<file path="src/xml_lex_pkg.sv">
package xml_lex_pkg;

  localparam int TOKEN_MAX = 16;
  localparam int NAME_MAX = (TOKEN_MAX < 16) ? TOKEN_MAX : 16;
  localparam int TLEN_W = $clog2(TOKEN_MAX + 1);
  localparam int TIDX_W = $clog2(TOKEN_MAX);
  localparam int QDEPTH = 2;

  typedef enum logic [4:0] {
    S_TEXT, S_OPEN, S_FIRST, S_SKIPSP, S_NAME, S_ATTR, S_SLASH, S_PI, S_PIQ,
    S_BANG, S_BANGD, S_COM, S_COMD1, S_COMD2
  } lex_state_t;

  typedef enum logic [2:0] {
    K_TEXT    = 3'd0,
    K_TEXTEND = 3'd1,
    K_NAME    = 3'd2,
    K_ERROR   = 3'd3,
    K_OK      = 3'd4
  } kind_t;

  typedef enum logic [1:0] {
    TS_START  = 2'd0,
    TS_TEXT   = 2'd1,
    TS_ENTITY = 2'd2
  } text_sub_t;

  typedef struct packed {
    logic       mode;
    logic [7:0] data_byte;
  } in_item_t;

  typedef struct packed {
    logic [2:0]  event_kind;
    logic [7:0]  out_byte;
    logic        is_closing_tag;
    logic        is_self_closing;
    logic        last_of_run;
    logic [15:0] line_number;
  } out_item_t;

  // command from the front lexer to the back emitter
  typedef struct packed {
    logic        single;     // emit one result (res)
    logic        pair;       // also emit a second result after res (doc ok)
    logic        name_run;   // emit the buffered name
    logic [TLEN_W-1:0] name_len;
    logic        closing;
    logic        self_cl;
    logic [2:0]  kind;
    logic [7:0]  byte_v;
    logic [15:0] line;
  } cmd_t;

endpackage

</file>
<file path="src/xml_lex_ram.sv">
module xml_lex_ram #(
  parameter int WIDTH = 8,
  parameter int DEPTH = 16
) (
  input  logic                     clk,
  input  logic                     we,
  input  logic [$clog2(DEPTH)-1:0] waddr,
  input  logic [WIDTH-1:0]         wdata,
  input  logic [$clog2(DEPTH)-1:0] raddr,
  output logic [WIDTH-1:0]         rdata
);
  logic [WIDTH-1:0] mem [DEPTH];

  always_ff @(posedge clk) begin
    if (we) begin
      mem[waddr] <= wdata;
    end
    rdata <= mem[raddr];
  end
endmodule

</file>
<file path="src/xml_lex_front.sv">
module xml_lex_front (
  input  logic                 clk,
  input  logic                 rst_n,
  input  logic                 trim,
  input  logic                 in_valid,
  output logic                 in_stall,
  input  xml_lex_pkg::in_item_t in_data,
  // token buffer write side
  output logic                 tb_we,
  output logic [xml_lex_pkg::TIDX_W-1:0] tb_waddr,
  output logic [7:0]           tb_wdata,
  // command queue write side
  output logic                 q_push,
  output xml_lex_pkg::cmd_t    q_cmd,
  input  logic                 q_full,
  input  logic                 name_busy
);
  localparam int TW = xml_lex_pkg::TLEN_W;

  xml_lex_pkg::lex_state_t st_r, st_nxt;
  xml_lex_pkg::text_sub_t  sub_r, sub_nxt;
  logic          inq_r, inq_nxt, cl_r, cl_nxt, err_r, err_nxt;
  logic [TW-1:0] len_r, len_nxt;
  logic [15:0]   line_r, line_nxt;
  // entity shadow: entity names are compared from a small register copy
  logic [7:0]    ent_r [6];
  logic          acc;
  logic [7:0]    c;
  logic [15:0]   ln;
  logic          sp, al, dg, do_app, name_ok;
  logic [TW-1:0] app_lim;
  xml_lex_pkg::cmd_t cmd;
  logic          emit_one;
  logic [7:0]    ent_b;

  // a name run blocks further input until it is drained by the back end
  assign in_stall = q_full || name_busy;
  assign acc = in_valid && !in_stall;
  assign c = in_data.data_byte;
  assign sp = (c == 8'h09) || (c == 8'h0A) || (c == 8'h0D) || (c == 8'h20);
  assign al = (c >= 8'h41 && c <= 8'h5A) || (c >= 8'h61 && c <= 8'h7A);
  assign dg = (c >= 8'h30 && c <= 8'h39);
  assign ln = (!in_data.mode && c == 8'h0A && line_r != 16'hFFFF) ? line_r + 16'd1 : line_r;

  function automatic logic ent_is(input logic [7:0] e [6], input logic [TW-1:0] n,
                                  input logic [47:0] s, input int k);
    logic m;
    m = (n == TW'(k));
    for (int i = 0; i < 6; i++) begin
      if (i < k && e[i] != s[47-8*i -: 8]) m = 1'b0;
    end
    return m;
  endfunction

  always_comb begin
    st_nxt = st_r; sub_nxt = sub_r; inq_nxt = inq_r; cl_nxt = cl_r;
    err_nxt = err_r; len_nxt = len_r; line_nxt = line_r;
    cmd = '0; cmd.line = ln; emit_one = 1'b0;
    tb_we = 1'b0; tb_waddr = len_r[xml_lex_pkg::TIDX_W-1:0]; tb_wdata = c;
    do_app = 1'b0; app_lim = TW'(xml_lex_pkg::TOKEN_MAX); name_ok = 1'b0;
    ent_b = 8'd0;
    if (err_r) begin
      cmd.kind = xml_lex_pkg::K_ERROR; emit_one = 1'b1;
    end else if (in_data.mode) begin
      emit_one = 1'b1;
      if (len_r != '0 || st_r != xml_lex_pkg::S_TEXT) begin
        cmd.kind = xml_lex_pkg::K_ERROR; err_nxt = 1'b1;
      end else begin
        cmd.kind = xml_lex_pkg::K_TEXTEND; cmd.pair = 1'b1;
      end
    end else begin
      line_nxt = ln;
      case (st_r)
        xml_lex_pkg::S_TEXT: begin
          if (c == 8'h3C) begin
            st_nxt = xml_lex_pkg::S_OPEN; cmd.kind = xml_lex_pkg::K_TEXTEND;
            emit_one = 1'b1; len_nxt = '0; sub_nxt = xml_lex_pkg::TS_START;
            cl_nxt = 1'b0; inq_nxt = 1'b0;
          end else if (sub_r == xml_lex_pkg::TS_START && sp && trim) begin
          end else if (sub_r != xml_lex_pkg::TS_ENTITY) begin
            sub_nxt = xml_lex_pkg::TS_TEXT;
            if (c == 8'h26) begin
              do_app = 1'b1;
              if (len_r < app_lim) sub_nxt = xml_lex_pkg::TS_ENTITY;
            end else begin
              cmd.kind = xml_lex_pkg::K_TEXT; cmd.byte_v = c; emit_one = 1'b1;
            end
          end else begin
            do_app = 1'b1;
            if (len_r < app_lim && c == 8'h3B) begin
              sub_nxt = xml_lex_pkg::TS_TEXT; len_nxt = '0;
              if (ent_is(ent_r, len_r, {"&lt", 24'h0}, 3)) ent_b = 8'h3C;
              else if (ent_is(ent_r, len_r, {"&gt", 24'h0}, 3)) ent_b = 8'h3E;
              else if (ent_is(ent_r, len_r, {"&apos", 8'h0}, 5)) ent_b = 8'h27;
              else if (ent_is(ent_r, len_r, {"&quot", 8'h0}, 5)) ent_b = 8'h22;
              else if (ent_is(ent_r, len_r, {"&amp", 16'h0}, 4)) ent_b = 8'h26;
              if (ent_b != 8'd0) begin
                cmd.kind = xml_lex_pkg::K_TEXT; cmd.byte_v = ent_b; emit_one = 1'b1;
              end
            end
          end
        end
        xml_lex_pkg::S_OPEN, xml_lex_pkg::S_FIRST: begin
          if (st_r == xml_lex_pkg::S_OPEN && c == 8'h2F) begin
            st_nxt = xml_lex_pkg::S_SKIPSP; cl_nxt = 1'b1;
          end else if (st_r == xml_lex_pkg::S_OPEN && c == 8'h3F) begin
            st_nxt = xml_lex_pkg::S_PI;
          end else if (st_r == xml_lex_pkg::S_OPEN && c == 8'h21) begin
            st_nxt = xml_lex_pkg::S_BANG;
          end else begin
            st_nxt = xml_lex_pkg::S_FIRST;
            if (!sp) begin
              if (al) begin
                do_app = 1'b1; app_lim = TW'(xml_lex_pkg::NAME_MAX);
                if (len_r < app_lim) st_nxt = xml_lex_pkg::S_NAME;
              end else begin
                err_nxt = 1'b1; cmd.kind = xml_lex_pkg::K_ERROR; emit_one = 1'b1;
              end
            end
          end
        end
        xml_lex_pkg::S_SKIPSP, xml_lex_pkg::S_NAME: begin
          if (st_r == xml_lex_pkg::S_SKIPSP && sp) begin
          end else begin
            st_nxt = xml_lex_pkg::S_NAME;
            if (c == 8'h3A) len_nxt = '0;
            else if (sp) begin
              name_ok = 1'b1; st_nxt = xml_lex_pkg::S_ATTR;
            end else if (al || dg || c == 8'h5F || c == 8'h2D) begin
              do_app = 1'b1; app_lim = TW'(xml_lex_pkg::NAME_MAX);
            end else if (c == 8'h2F) st_nxt = xml_lex_pkg::S_SLASH;
            else if (c == 8'h3E) begin
              name_ok = 1'b1; st_nxt = xml_lex_pkg::S_TEXT;
            end else begin
              err_nxt = 1'b1; cmd.kind = xml_lex_pkg::K_ERROR; emit_one = 1'b1;
            end
          end
        end
        xml_lex_pkg::S_ATTR: begin
          if (inq_r) begin
            if (c == 8'h22) inq_nxt = 1'b0;
          end else if (c == 8'h22) inq_nxt = 1'b1;
          else if (c == 8'h2F) st_nxt = xml_lex_pkg::S_SLASH;
          else if (c == 8'h3E) st_nxt = xml_lex_pkg::S_TEXT;
        end
        xml_lex_pkg::S_SLASH: begin
          if (c != 8'h3E) begin
            err_nxt = 1'b1; cmd.kind = xml_lex_pkg::K_ERROR; emit_one = 1'b1;
          end else begin
            name_ok = 1'b1; cmd.self_cl = 1'b1; st_nxt = xml_lex_pkg::S_TEXT;
          end
        end
        xml_lex_pkg::S_PI: if (c == 8'h3F) st_nxt = xml_lex_pkg::S_PIQ;
        xml_lex_pkg::S_PIQ: begin
          if (c == 8'h3E) st_nxt = xml_lex_pkg::S_TEXT;
          else if (c != 8'h3F) st_nxt = xml_lex_pkg::S_PI;
        end
        xml_lex_pkg::S_BANG, xml_lex_pkg::S_BANGD: begin
          if (c == 8'h2D) begin
            st_nxt = (st_r == xml_lex_pkg::S_BANG) ? xml_lex_pkg::S_BANGD
                                                  : xml_lex_pkg::S_COM;
          end else begin
            err_nxt = 1'b1; cmd.kind = xml_lex_pkg::K_ERROR; emit_one = 1'b1;
          end
        end
        xml_lex_pkg::S_COM: if (c == 8'h2D) st_nxt = xml_lex_pkg::S_COMD1;
        xml_lex_pkg::S_COMD1:
          st_nxt = (c == 8'h2D) ? xml_lex_pkg::S_COMD2 : xml_lex_pkg::S_COM;
        xml_lex_pkg::S_COMD2: begin
          if (c == 8'h3E) st_nxt = xml_lex_pkg::S_TEXT;
          else if (c != 8'h2D) st_nxt = xml_lex_pkg::S_COM;
        end
        default: begin
          err_nxt = 1'b1; cmd.kind = xml_lex_pkg::K_ERROR; emit_one = 1'b1;
        end
      endcase
      if (do_app) begin
        if (len_r < app_lim) begin
          tb_we = 1'b1;
          if (!(sub_r == xml_lex_pkg::TS_ENTITY && st_r == xml_lex_pkg::S_TEXT
                && c == 8'h3B)) len_nxt = len_r + TW'(1);
        end else begin
          err_nxt = 1'b1; cmd.kind = xml_lex_pkg::K_ERROR; emit_one = 1'b1;
        end
      end
      if (name_ok) begin
        len_nxt = '0;
        if (len_r != '0) begin
          cmd.name_run = 1'b1; cmd.name_len = len_r; cmd.closing = cl_r;
          cmd.kind = xml_lex_pkg::K_NAME;
        end
      end
    end
    cmd.single = emit_one;
  end

  assign q_cmd = cmd;
  assign q_push = acc && (cmd.single || cmd.name_run);

  always_ff @(posedge clk) begin
    if (!rst_n) begin
      st_r <= xml_lex_pkg::S_TEXT; sub_r <= xml_lex_pkg::TS_START;
      inq_r <= 1'b0; cl_r <= 1'b0; err_r <= 1'b0; len_r <= '0; line_r <= '0;
    end else if (acc) begin
      st_r <= st_nxt; sub_r <= sub_nxt; inq_r <= inq_nxt; cl_r <= cl_nxt;
      err_r <= err_nxt; len_r <= len_nxt; line_r <= line_nxt;
    end
  end

  always_ff @(posedge clk) begin
    if (acc && tb_we && len_r < TW'(6)) ent_r[len_r[2:0]] <= c;
  end

`ifndef SYNTHESIS
  a_len: assert property (@(posedge clk) disable iff (!rst_n)
    len_r <= TW'(xml_lex_pkg::TOKEN_MAX))
    else $error("token length overflow");
  a_err_sticky: assert property (@(posedge clk) disable iff (!rst_n)
    err_r |=> err_r)
    else $error("error latch cleared");
  a_push_full: assert property (@(posedge clk) disable iff (!rst_n)
    q_push |-> !q_full)
    else $error("push into full queue");
`endif
endmodule

</file>
<file path="src/xml_lex_back.sv">
module xml_lex_back (
  input  logic                 clk,
  input  logic                 rst_n,
  input  logic                 q_valid,
  input  xml_lex_pkg::cmd_t    q_cmd,
  output logic                 q_pop,
  output logic                 name_busy,
  output logic [xml_lex_pkg::TIDX_W-1:0] tb_raddr,
  input  logic [7:0]           tb_rdata,
  output logic                 out_valid,
  input  logic                 out_stall,
  output xml_lex_pkg::out_item_t out_data
);
  localparam int TW = xml_lex_pkg::TLEN_W;

  // idx_r: next name byte to read; rd_r: a RAM read is in flight
  logic          run_r, run_nxt, pend_r, pend_nxt;
  logic [TW-1:0] idx_r, idx_nxt;
  logic [TW-1:0] idx_m1;
  logic          ov_r, ov_nxt;
  xml_lex_pkg::out_item_t ob_r, ob_nxt;
  logic          rd_r, rd_nxt;
  logic          free;

  assign free = !ov_r || !out_stall;
  assign name_busy = run_r || (q_valid && q_cmd.name_run);
  // while the output holds, keep re-reading the byte in flight
  assign idx_m1 = idx_r - TW'(1);
  assign tb_raddr = (run_r && rd_r && !free) ? idx_m1[xml_lex_pkg::TIDX_W-1:0]
                                              : idx_r[xml_lex_pkg::TIDX_W-1:0];
  assign out_valid = ov_r;
  assign out_data = ob_r;

  always_comb begin
    run_nxt = run_r; pend_nxt = pend_r; idx_nxt = idx_r; ov_nxt = ov_r;
    ob_nxt = ob_r; rd_nxt = 1'b0; q_pop = 1'b0;
    if (ov_r && !out_stall) ov_nxt = 1'b0;
    if (run_r) begin
      if (rd_r && free) begin
        ov_nxt = 1'b1;
        ob_nxt = '{q_cmd.kind, tb_rdata, q_cmd.closing, q_cmd.self_cl,
                   (idx_r == q_cmd.name_len), q_cmd.line};
        if (idx_r == q_cmd.name_len) begin
          run_nxt = 1'b0; q_pop = 1'b1;
        end
      end
      if (!rd_r || free) begin
        if (idx_r != q_cmd.name_len) begin
          rd_nxt = 1'b1; idx_nxt = idx_r + TW'(1);
        end
      end else rd_nxt = rd_r;
    end else if (q_valid && free) begin
      if (q_cmd.name_run) begin
        run_nxt = 1'b1; idx_nxt = '0;
      end else if (q_cmd.pair && !pend_r) begin
        ov_nxt = 1'b1; pend_nxt = 1'b1;
        ob_nxt = '{q_cmd.kind, 8'd0, 1'b0, 1'b0, 1'b0, q_cmd.line};
      end else if (pend_r) begin
        ov_nxt = 1'b1; pend_nxt = 1'b0; q_pop = 1'b1;
        ob_nxt = '{xml_lex_pkg::K_OK, 8'd0, 1'b0, 1'b0, 1'b1, q_cmd.line};
      end else begin
        ov_nxt = 1'b1; q_pop = 1'b1;
        ob_nxt = '{q_cmd.kind, q_cmd.byte_v, 1'b0, 1'b0, 1'b1, q_cmd.line};
      end
    end
  end

  always_ff @(posedge clk) begin
    if (!rst_n) begin
      run_r <= 1'b0; pend_r <= 1'b0; idx_r <= '0; ov_r <= 1'b0; rd_r <= 1'b0;
    end else begin
      run_r <= run_nxt; pend_r <= pend_nxt; idx_r <= idx_nxt; ov_r <= ov_nxt;
      rd_r <= rd_nxt;
    end
  end

  always_ff @(posedge clk) begin
    ob_r <= ob_nxt;
  end

`ifndef SYNTHESIS
  a_hold: assert property (@(posedge clk) disable iff (!rst_n)
    (ov_r && out_stall) |=> (ov_r && $stable(ob_r)))
    else $error("stalled result changed");
  a_idx: assert property (@(posedge clk) disable iff (!rst_n)
    run_r |-> (idx_r <= q_cmd.name_len))
    else $error("name index past length");
  a_run_q: assert property (@(posedge clk) disable iff (!rst_n)
    run_r |-> q_valid)
    else $error("name run without queued command");
`endif
endmodule

</file>
<file path="src/xml_markup_lexer_unit.sv">
// channel | direction | handshake        | payload
// in_     | input     | valid / stall    | in_item_t  (mode, data_byte)
// out_    | output     | valid / stall    | out_item_t (event, byte, flags, line)
// cfg_    | input     | valid / ready    | trim_leading_space
//
// Results leave the back end at one per cycle while out_stall is low.
// A tag name holds input while the back end reads the token RAM one byte a
// cycle, stalled with the output; document ok adds a second result.
// Synchronous active-low reset; trim resets to 1, no clearing pass.
// Either side may stall; a two-entry command queue decouples them.
module xml_markup_lexer_unit (
  input  logic                    clk,
  input  logic                    rst_n,
  input  logic                    in_valid,
  output logic                    in_stall,
  input  xml_lex_pkg::in_item_t   in_data,
  output logic                    out_valid,
  input  logic                    out_stall,
  output xml_lex_pkg::out_item_t  out_data,
  input  logic                    cfg_valid,
  output logic                    cfg_ready,
  input  logic                    cfg_data
);
  localparam int QD = xml_lex_pkg::QDEPTH;

  logic trim_r;
  logic tb_we;
  logic [xml_lex_pkg::TIDX_W-1:0] tb_waddr, tb_raddr;
  logic [7:0] tb_wdata, tb_rdata;
  logic q_push, q_pop, name_busy, q_full, q_valid;
  xml_lex_pkg::cmd_t push_cmd;
  // command queue: tiny register FIFO
  xml_lex_pkg::cmd_t q_mem_r [QD];
  logic [$clog2(QD)-1:0] wp_r, rp_r;
  logic [$clog2(QD):0]   cnt_r;

  assign cfg_ready = 1'b1;
  always_ff @(posedge clk) begin
    if (!rst_n) trim_r <= 1'b1;
    else if (cfg_valid) trim_r <= cfg_data;
  end

  xml_lex_front u_front (
    .clk, .rst_n, .trim(trim_r), .in_valid, .in_stall, .in_data,
    .tb_we, .tb_waddr, .tb_wdata, .q_push, .q_cmd(push_cmd), .q_full, .name_busy
  );

  xml_lex_ram #(.WIDTH(8), .DEPTH(xml_lex_pkg::TOKEN_MAX)) u_tok (
    .clk, .we(tb_we && in_valid && !in_stall), .waddr(tb_waddr), .wdata(tb_wdata),
    .raddr(tb_raddr), .rdata(tb_rdata)
  );

  assign q_full = (cnt_r == ($clog2(QD)+1)'(QD));
  assign q_valid = (cnt_r != '0);

  always_ff @(posedge clk) begin
    if (!rst_n) begin
      wp_r <= '0; rp_r <= '0; cnt_r <= '0;
    end else begin
      if (q_push) wp_r <= wp_r + 1'b1;
      if (q_pop) rp_r <= rp_r + 1'b1;
      cnt_r <= cnt_r + ($clog2(QD)+1)'(q_push) - ($clog2(QD)+1)'(q_pop);
    end
  end
  always_ff @(posedge clk) begin
    if (q_push) q_mem_r[wp_r] <= push_cmd;
  end

  xml_lex_back u_back (
    .clk, .rst_n, .q_valid, .q_cmd(q_mem_r[rp_r]), .q_pop, .name_busy,
    .tb_raddr, .tb_rdata, .out_valid, .out_stall, .out_data
  );

`ifndef SYNTHESIS
  a_pop: assert property (@(posedge clk) disable iff (!rst_n)
    q_pop |-> q_valid)
    else $error("pop from empty queue");
  a_cnt: assert property (@(posedge clk) disable iff (!rst_n)
    cnt_r <= ($clog2(QD)+1)'(QD))
    else $error("queue count overflow");
  a_name_hold: assert property (@(posedge clk) disable iff (!rst_n)
    name_busy |-> in_stall)
    else $error("input taken during name run");
`endif
endmodule
</file>
<file path="config.mk">
export PLATFORM = sky130hd
export DESIGN_NAME = xml_markup_lexer_unit
export DESIGN_NICKNAME = d
export VERILOG_FILES = /design/src/xml_lex_pkg.sv /design/src/xml_lex_ram.sv /design/src/xml_lex_front.sv /design/src/xml_lex_back.sv /design/src/xml_markup_lexer_unit.sv
export SDC_FILE = /design/constraint.sdc
export NUM_CORES = 1
export LEC_CHECK = 0
export BUFFER_PORTS_ARGS = -buffer_cell sky130_fd_sc_hd__buf_2
export CAP_MARGIN = 20
export CELL_PAD_IN_SITES_DETAIL_PLACEMENT = 0
export CELL_PAD_IN_SITES_GLOBAL_PLACEMENT = 1
export CORE_MARGIN = 2
export CORE_UTILIZATION = 40
export CTS_CLUSTER_DIAMETER = 80
export DETAILED_ROUTE_END_ITERATION = 12
export GPL_TIMING_DRIVEN = 0
export HOLD_SLACK_MARGIN = 0.02
export PLACE_DENSITY = 0.73
export SLEW_MARGIN = 20
export SYNTH_ARGS = -nofsm -noshare
export SYNTH_HDL_FRONTEND = slang
export SYNTH_SLANG_ARGS = --single-unit
</file>
<file path="constraint.sdc">
create_clock -name clk -period 7.4 [get_ports clk]
set_input_delay 0.74 -clock clk [delete_from_list [all_inputs] [get_ports clk]]
set_output_delay 0.74 -clock clk [all_outputs]
set_load 0.02 [all_outputs]
</file>
; ---- After elaboration in Yosys (flattened, before gate mapping)
; Memories as Yosys holds them, arrays and structs flattened. A register that Yosys moved wholly into a read port is not among the register bits.
; Cells that the tools add are included.
[classes]
addsub = 8
n_mul = 0
div = 0
magnitude_cmp = 11
n_eq_ne = 70
shifts = 0
muxes = 267
bitwise = 5
reduce_logical = 74
[op_table]
columns = op, count
row1 = 2-to-1 mux 5 bit, 39
row2 = 2-to-1 mux 30 bit, 6
row3 = 2-to-1 mux 1 bit, 152
row4 = 2-to-1 mux 8 bit, 19
row5 = "inequality test 8 x 7 -> 1 bit, second input constant", 12
row6 = "== test 8 x 6 -> 1 bit, second input constant", 11
row7 = 2-to-1 mux 3 bit, 20
row8 = one-hot mux 5 bit (11 select lines), 1
row9 = bitwise mux 48 bit, 1
row10 = 2-to-1 mux 11 bit, 3
row11 = "inequality test 8 x 6 -> 1 bit, second input constant", 4
row12 = "== test 5 x 3 -> 1 bit, second input constant", 6
row13 = "== test 5 x 4 -> 1 bit, second input constant", 6
row14 = logical AND 1 bit, 28
row15 = demux 8 bit (select 3 bit), 1
row16 = "== test 8 x 4 -> 1 bit, second input constant", 3
row17 = 2-to-1 mux 2 bit, 11
row18 = "inequality test 2 bit, second input constant", 9
row19 = one-hot mux 3 bit (6 select lines), 1
row20 = "adder 16 x 1 -> 16 bit, second input constant", 1
row21 = ">= comparator 8 x 7 -> 1 bit, second input constant", 2
row22 = "less-or-equal comparator 8 x 7 -> 1 bit, second input constant", 2
row23 = 2-to-1 mux 16 bit, 1
row24 = "inequality test 16 bit, second input constant", 1
row25 = other kinds (49), 95
[totals]
regBits = 123
latch_bits = 0
mem_bits_rw = 202
romBits = 0
word_cells = 465
n_memories = 2
[memory_table]
columns = name, words, width, read_ports, rd_ports_with_merged_regs, write_ports, line_no
row1 = u_tok.mem, 16, 8, 1, 1, 1, xml_lex_ram.sv:12  ; logic [WIDTH-1:0] mem [DEPTH];
row2 = q_mem_r, 2, 37, 1, 1, 1, xml_markup_lexer_unit.sv:33  ; xml_lex_pkg::cmd_t q_mem_r [QD];

; ---- Depth between registers and ports, before layout
; Gate-level depths: netlist (run 1).
[logic_depth]
ltp_word = 76
depth_mapped = 13
mapped_depth_nobuf = 13

; ---- Cells and area by module
; A second synthesis (run 1) with hierarchy kept.
[hier_totals]
cells_unflattened = 1044
area_unflattened_um2 = 14665.3
[modules_own_cells]
columns = module, instances, cells_per_inst, area_per_inst_um2, seq_area_each_um2
row1 = xml_lex_ram, 1, 229, 5147.4, 4003.8
row2 = xml_lex_front, 1, 532, 4730.8, 1801.7
row3 = xml_markup_lexer_unit, 1, 143, 3103.0, 2342.2
row4 = xml_lex_back, 1, 140, 1684.1, 1081.0

; ---- Worst setup path before layout (run 1)
; No wires, ideal clock.
[synth_path]
path_type = reg2reg
from = reg u_front.len_r[0]
to = mem q_mem_r[0][0] in the netlist's numbering, enable pin
setup_time_ns = 0.481
arrival_ns = 5.007
required_time_ns = 6.919
path_slack_ns = 1.912
stages_incl_launch_ff = 10
path_buffers = 0
cell_sequence = dfxtp_1 inv_1 ha_1 or4bb_1 or4_1 o31a_1 a311o_1 a21oi_1 a21oi_1 a211oi_1
[synth_between]
elab_chain_len = 43
[synth_lines]
columns = item, line_no
row1 = from (decl), xml_lex_front.sv:23  ; logic [TW-1:0] len_r, len_nxt;
row2 = from (signal assigned), xml_lex_front.sv:206  ; err_r <= err_nxt; len_r <= len_nxt; line_r <= line_nxt;
row3 = == test 5 x 3 -> 1 bit, xml_lex_front.sv:48  ; m = (n == TW'(k));
row4 = 2-to-1 mux 1 bit (4 in a row), xml_lex_front.sv:50  ; if (i < k && e[i] != s[47-8*i -: 8]) m = 1'b0;
row5 = 2-to-1 mux 1 bit, xml_lex_front.sv:95  ; else if (ent_is(ent_r, len_r, {"&quot", 8'h0}, 5)) ent_b = 8'h22;
row6 = 2-to-1 mux 1 bit, xml_lex_front.sv:94  ; else if (ent_is(ent_r, len_r, {"&apos", 8'h0}, 5)) ent_b = 8'h27;
row7 = 2-to-1 mux 1 bit, xml_lex_front.sv:93  ; else if (ent_is(ent_r, len_r, {"&gt", 24'h0}, 3)) ent_b = 8'h3E;
row8 = 2-to-1 mux 1 bit, xml_lex_front.sv:92  ; if (ent_is(ent_r, len_r, {"&lt", 24'h0}, 3)) ent_b = 8'h3C;
row9 = 2-to-1 mux 1 bit, xml_lex_front.sv:90  ; if (len_r < app_lim && c == 8'h3B) begin
row10 = 2-to-1 mux 1 bit, xml_lex_front.sv:80  ; end else if (sub_r != xml_lex_pkg::TS_ENTITY) begin
row11 = (+24 left out), n/a
row12 = 2-to-1 mux 1 bit, xml_lex_front.sv:178  ; if (len_r < app_lim) begin
row13 = 2-to-1 mux 1 bit, xml_lex_front.sv:177  ; if (do_app) begin
row14 = 2-to-1 mux 1 bit, xml_lex_front.sv:64  ; end else if (in_data.mode) begin
row15 = 2-to-1 mux 1 bit, xml_lex_front.sv:62  ; if (err_r) begin
row16 = logical OR 1 bit *, xml_lex_front.sv:198  ; assign q_push = acc && (cmd.single || cmd.name_run);
row17 = logical AND 1 bit *, xml_lex_front.sv:198
row18 = 2-to-1 mux 1 bit *, xml_markup_lexer_unit.sv:66  ; if (q_push) q_mem_r[wp_r] <= push_cmd;
row19 = 2-to-1 mux 1 bit (implied by the code) *, xml_markup_lexer_unit.sv:66
row20 = to (decl), xml_markup_lexer_unit.sv:33
; Every way passes the cells marked *; elsewhere a longest branch is shown, timed or not. The select of a mux whose other input is x is not followed.

; ---- Worst setup path in the final report (run 1)
[layout_path]
from = reg u_front.len_r[0]
to = mem q_mem_r[1][31] in the netlist's numbering, enable pin
; The elaborated chain is that of the path after synthesis.

==> metrics.txt, run 1 <==
initial antenna violation count=0; CP Launch Type=register; routability cong.=0.8402; commonest non-fill, non-tap cell in the layout=edfxtp_1; via/cell ratio=5.433; max_cap viols=0; part of the power in the clock network=36.1%; share of cells above drive strength 1=18.62%; Pins Over Slew Limit=0; CP Capture Type=register; unrepaired setup endpoints after global routing=no; Pwr Density=297.4 mW/mm^2; antenna cells=0; Reg power frac=47.2%; power share of the combinational group=16.7%; H-tree depth=2; CTS Buf Count=34; CTS Root Cell=clkbuf_16; commonest non-fill, non-tap cells in the layout=edfxtp_1 (268), nor2_1 (82), nand2_1 (67); Cell Area, Synth=0.01393 sq mm; core area=0.03437 sq mm; ys async rst share=0%; Vias=8,454; min-delay src=rp_r; Port Buffer Count=46; worst hold path depth=2; Tmin final=4.252 ns; Synth Instances=987; NumNets Final=1,099; maximum vdd drop=0.1551 mV; Layout Cells excl Fill=1,556; final core utilization=46.63%; top achievable clock speed=235.2 MHz; first-pass GRT wire length=48,040 um; clock latency on the worst-skew pair=0.52 ns; r2r startpoint=u_front.len_r[0]; # resized after CTS=0; dominant synthesized flop cell=edfxtp_1; EDFF count, synth=268; CP max FO=15; Syn Nets=1,011; Hold Slack=0.4757 ns; Initial DRC Count=654; fill count=3,069; buffer levels on the longest clock path=3; number of clock sinks=321; final setup fails=0; critical path cell sequence=inv_1 -> ha_1 -> or4bb_1 -> or4_1 -> o31a_1 -> a311o_1 -> a21oi_1 -> a21oi_1 -> a211oi_4 -> buf_6; largest net degree at the start of global routing=30; worst r2r dst=q_mem_r[1][31]; mean routed wirelength per cell=19.98 um; TritonRoute pass-1 iters=5; final wirelength=31,080 um; R2R cell count=10; gr ovfl total=0; status=complete, no violations; final worst-path cycle share=57.46%; Worst EP arrival=4.45 ns; placed instance count=1,494; sequential area share after synthesis=65.41%; Seq cells post-synth=321; kind of critical path=reg2reg; Hold Fails Final Rpt=0; CTS Hold Bufs=0; Slew @ Worst Pin=0.9805 ns; worst hold-check path type=reg2reg; sw frac=26.15%; DRC Markers=0; clk_skew=0.02451 ns; Post-DP HPWL=21,240 um; NetSw=1247 uW; internal cell power=3521 uW; worst endpoint required time=7.60 ns; Worst-path clk slew=0.06 ns; Starting Density=40.51%; Synth warnings=0; synth-to-layout area growth=15.09%; CTS tree=built; FF-to-FF setup slack=3.15 ns; Die Wd=190.6 um; GRT Total Usage=17.33%; row count=68; vias in the first global route=8,228; DIE AREA=0.03632 sq mm; Detail Route Antenna Nets=0; Leak Pwr=0.005235 uW; Synth cell types=87; critical path's largest stage delay=0.63 ns; die extent in y=190.6 um; most frequent CP cell=a21oi_1; num ports=48; worst-path cell with the longest stage delay=a211oi_4; postcts setup bufs=0; Synth Area per Inst=14.11 sq um; slew margin rel.=34.39%
-- power by group through the flow --
stage	Clock, uW	Sequential, uW	Combinational (uW)
final	1720	2250	797
after floorplan	0	2360	450
after global placement	0	2310	745
after detailed placement	0	2290	806
after CTS	1750	2250	811
after global routing	1820	2270	883
-- cells in the mapped netlist (11+ instances only) --
cell	instances	share of area, %
edfxtp_1	268	58
nor2_1	82	2.2
nand2_1	67	1.8
dfxtp_1	53	7.6
mux4_2	40	6.5
clkbuf_1	34	0.92
a21oi_1	33	1.2
nor3_1	29	1.0
mux2i_1	26	1.9
nand3_1	23	0.83
o21ai_0	23	0.83
xor2_1	22	1.4
xnor2_1	21	1.3
inv_1	18	0.49
mux2_2	18	1.5
nand4_1	16	0.72
nor4_1	14	0.63
and3_1	11	0.49
-- area by class of cell --
class	instances	area, sq um	share of cell area, %
Sequential cell	321	9109	56.83
Buffer	47	188.9	1.179
Timing Repair Buffer	52	321.6	2.006
Multi-Input combinational cell	600	4619	28.82
Clock buffer	46	915.9	5.714
Clock inverter	16	232.7	1.452
Tap cell	455	569.3	3.552
Inverter	19	71.32	0.4450
-- through the flow --
stage	power, uW	setup slack [ns]	cell area (sq um)	setup TNS [ns]
global route	4973	2.821	16030	0
detailed placement	3096	2.647	14850	0
floorplan	2809	1.912	13930	0
CTS	4816	2.995	16000	0
finish	4767	3.148	16030	0
global placement	3051	-0.5128	14730	-35.77
-- registers in the layout (all words and copies together) (netlist names), 2 cells and up, named ones only --
name / count
u_tok.mem: 128
u_back.idx_r: 5
u_tok.rdata: 8
u_back.out_data: 30
u_front.ent_r: 40
q_mem_r: 70
cnt_r: 2
u_front.st_r: 4
u_front.len_r: 5
u_front.line_r: 16
u_front.sub_r: 2
-- logic make-up after synthesis --
kind of cell	count (synthesis)	share of synthesized area (%)
buf+inv	66	1.869
simple gates	339	13.37
compound gates	124	6.020
fa+ha+maj	9	0.8086
other cells	1	0.02693
flops	321	65.41
xor+xnor	43	2.704
mux	84	9.793
-- layer usage --
layer,wire [um],global-route usage [%],vias to the layer above
met1,14650,25.45,4215
li1,-,-,3992
met5,0,0,-
met2,14490,27.05,208
met4,459,3.936,0
met3,1476,2.926,39
-- critical path: cells and delay by family, from the launching register on --
kind	cells	cell delay, ns
buffers and inverters	2	0.55
and+or+nand+nor	2	1.00
DFF	1	0.39
AOI/OAI and AO/OA	5	1.67
adders and majority gates	1	0.32
-- how the worst max path moves through the flow --
stage / cells after the start / end / from / slack (ns)
final: 10 / q_mem_r[1][31] / u_front.len_r[0] / 3.15
after global routing: 8 / u_front.ent_r[8] / register / 2.82
after CTS: 8 / u_front.ent_r[24] / register / 2.99
after detailed placement: 9 / u_front.ent_r[37] / in_data[1] / 2.65
after global placement: 8 / q_mem_r[0][20] / in_data[5] / -0.51
after floorplan: 9 / q_mem_r[0][0] / u_front.len_r[0] / 1.91
No activity file was read; power rests on OpenSTA's default activity.
==> inputs of run 2 (changes only) <==
clock period = 4.1 ns   (was 7.4 ns; I/O delays follow)
==> run 2 against run 1 <==
Net effect: routed wire length fell by 1.4%; worst setup slack got worse by 2.9 ns; non-clock buffer count rose by 6; clock skew fell by 0.0026 ns; sequential power rose by 81%; first-iteration DRC count rose by 11%; total power rose by 75%; register-to-register slack got worse by 2.9 ns; utilization fell by 0.16 points.
==> metrics.txt, run 2 (synthesized netlist as in run 1, its figures left out) <==
status=complete, no violations; largest net degree at the start of global routing=30 (unchanged); slew margin rel.=24.89% (-9.5 points); Die Wd=190.6 um (unchanged); CP Capture Type=register; Leak Pwr=0.005209 uW (-0.50%); DRC Markers=0 (unchanged); worst endpoint required time=4.52 ns (-3.08 ns); commonest non-fill, non-tap cells in the layout=edfxtp_1 (268), nor2_1 (75), nand2_1 (67); top achievable clock speed=261.1 MHz (+11%); CTS Hold Bufs=0 (unchanged); final setup fails=0 (unchanged); routability cong.=0.8676 (+3.3%); Biggest register=u_tok.mem; Detail Route Antenna Nets=0 (unchanged); buffer levels on the longest clock path=3 (unchanged); Worst-path clk slew=0.06 ns (about the same); final worst-path cycle share=93.42% (+36 points); Port Buffer Count=46 (unchanged); Setup Slack @ Placement=-0.3397 ns (-2.986 ns); CTS Buf Count=31 (-8.8%); Slew @ Worst Pin=1.119 ns (+0.1382 ns); worst-path cell with the longest stage delay=or4_1; kind of critical path=reg2reg; CP max FO=8 (-7); Hold Slack=0.1553 ns (-0.3205 ns); CTS Root Cell=clkbuf_16; GRT Total Usage=16.96% (-0.36 points); Hold Fails Final Rpt=0 (unchanged); worst hold-check path type=in2reg; Tmin final=3.830 ns (-0.4217 ns); Pwr Density=522.9 mW/mm^2 (+76%); first-pass GRT wire length=47,360 um (-1.4%); final core utilization=46.47% (-0.16 points); Post-DP HPWL=21,250 um (about the same); Worst EP arrival=4.25 ns (-0.20 ns); vias in the first global route=8,189 (-0.47%); Placed Area=0.01487 sq mm (+0.14%); synth-to-layout area growth=14.71%; FF-to-FF setup slack=0.27 ns (-2.88 ns); share of cells above drive strength 1=19.58% (+0.96 points); fill count=3,062 (-0.23%); antenna cells=0 (unchanged); Pins Over Slew Limit=0 (unchanged); clk_skew=0.02189 ns (-0.002621 ns); mean routed wirelength per cell=19.68 um (-1.5%); number of clock sinks=321 (unchanged); row count=68 (unchanged); maximum vdd drop=0.3285 mV (+110%); TritonRoute pass-1 iters=6 (+1); commonest non-fill, non-tap cell in the layout=edfxtp_1; die extent in y=190.6 um (unchanged); critical path cell sequence=inv_1 -> ha_1 -> or4bb_1 -> or4_1 -> o31a_1 -> a311o_1 -> a21oi_2 -> a21oi_1 -> a21oi_1 -> ha_1 -> xor2_1 -> xnor2_1 -> nor2_1; gr ovfl total=0 (unchanged); num ports=48 (unchanged); Starting Density=40.51% (unchanged); initial antenna violation count=0 (unchanged); Initial DRC Count=724 (+11%); Vias=8,436 (-0.21%); critical path's largest stage delay=0.55 ns (-0.08 ns); unrepaired setup endpoints after global routing=no; worst setup margin=0.2696 ns (-2.878 ns); Setup TNS=0 ns (unchanged); final wirelength=30,660 um (-1.4%); max FFs per register=128 (unchanged); clock latency on the worst-skew pair=0.57 ns (+0.05 ns); DIE AREA=0.03632 sq mm (unchanged); NumNets Final=1,102 (+0.27%); H-tree depth=1 (-1); via/cell ratio=5.415 (-0.34%); CP Launch Type=register; core area=0.03437 sq mm (unchanged); design area=0.01597 sq mm (-0.34%); CTS tree=built; max_cap viols=0 (unchanged)
-- run 2: where the power goes --
group	switching, uW	internal [uW]	total (uW)
combinational	886	579	1460
sequential	112	3960	4070
clock	1190	1620	2820
-- run 2: path summary, 6_finish.rpt --
kind              end             start  depth (start not counted)
min            trim_r          cfg_data                          3
max reg2reg  cnt_r[1]  u_front.len_r[1]                         13
max          cnt_r[1]  u_front.len_r[1]                         13
min reg2reg      rp_r              rp_r                          2
-- run 2: metal layers --
| layer | vias to the layer above | global-route usage (%) | wire, um | part of all wire [%] |
|---|---|---|---|---|
| met3 | 34 | 2.484 | 1310 | 4.3 |
| li1 | 3992 | - | - | - |
| met5 | - | 0 | 0 | 0 |
| met1 | 4218 | 24.98 | 14830 | 48 |
| met4 | 0 | 3.488 | 420 | 1.4 |
| met2 | 192 | 26.87 | 14100 | 46 |
-- run 2: cell type report --
cell class	count	area [sq um]	area share (%)
Inverter	19	71.32	0.4465
Buffer	46	186.4	1.167
Tap cell	455	569.3	3.564
Clock buffer	40	829.5	5.193
Multi-Input combinational cell	600	4637	29.03
Sequential cell	321	9109	57.02
Clock inverter	18	187.7	1.175
Timing Repair Buffer	59	384.1	2.405
-- run 2: metrics by stage --
stage	instances	power, uW
2_1_floorplan	987	5067
3_3_place_gp	1488	5492
3_5_place_dp	1497	5590
4_1_cts	1559	8440
5_1_grt	1558	8707
6_report	1558	8353
-- run 2: timing repair --
action / in CTS / in global routing
gates resized for setup: 8 / 4
setup endpoints to repair: 104 / 201
gates cloned: 0 / 0
pin swaps: 2 / 0
setup buffers: 4 / 0
-- run 2: critical path: cells and delay by family (launching register included) --
family,cells,cell delay [ns]
and+or+nand+nor,3,1.04
xor gates and xnor gates,2,0.31
adders and majority gates,2,0.53
AOI/OAI and AO/OA,5,1.17
DFF,1,0.43
buffers and inverters,1,0.23
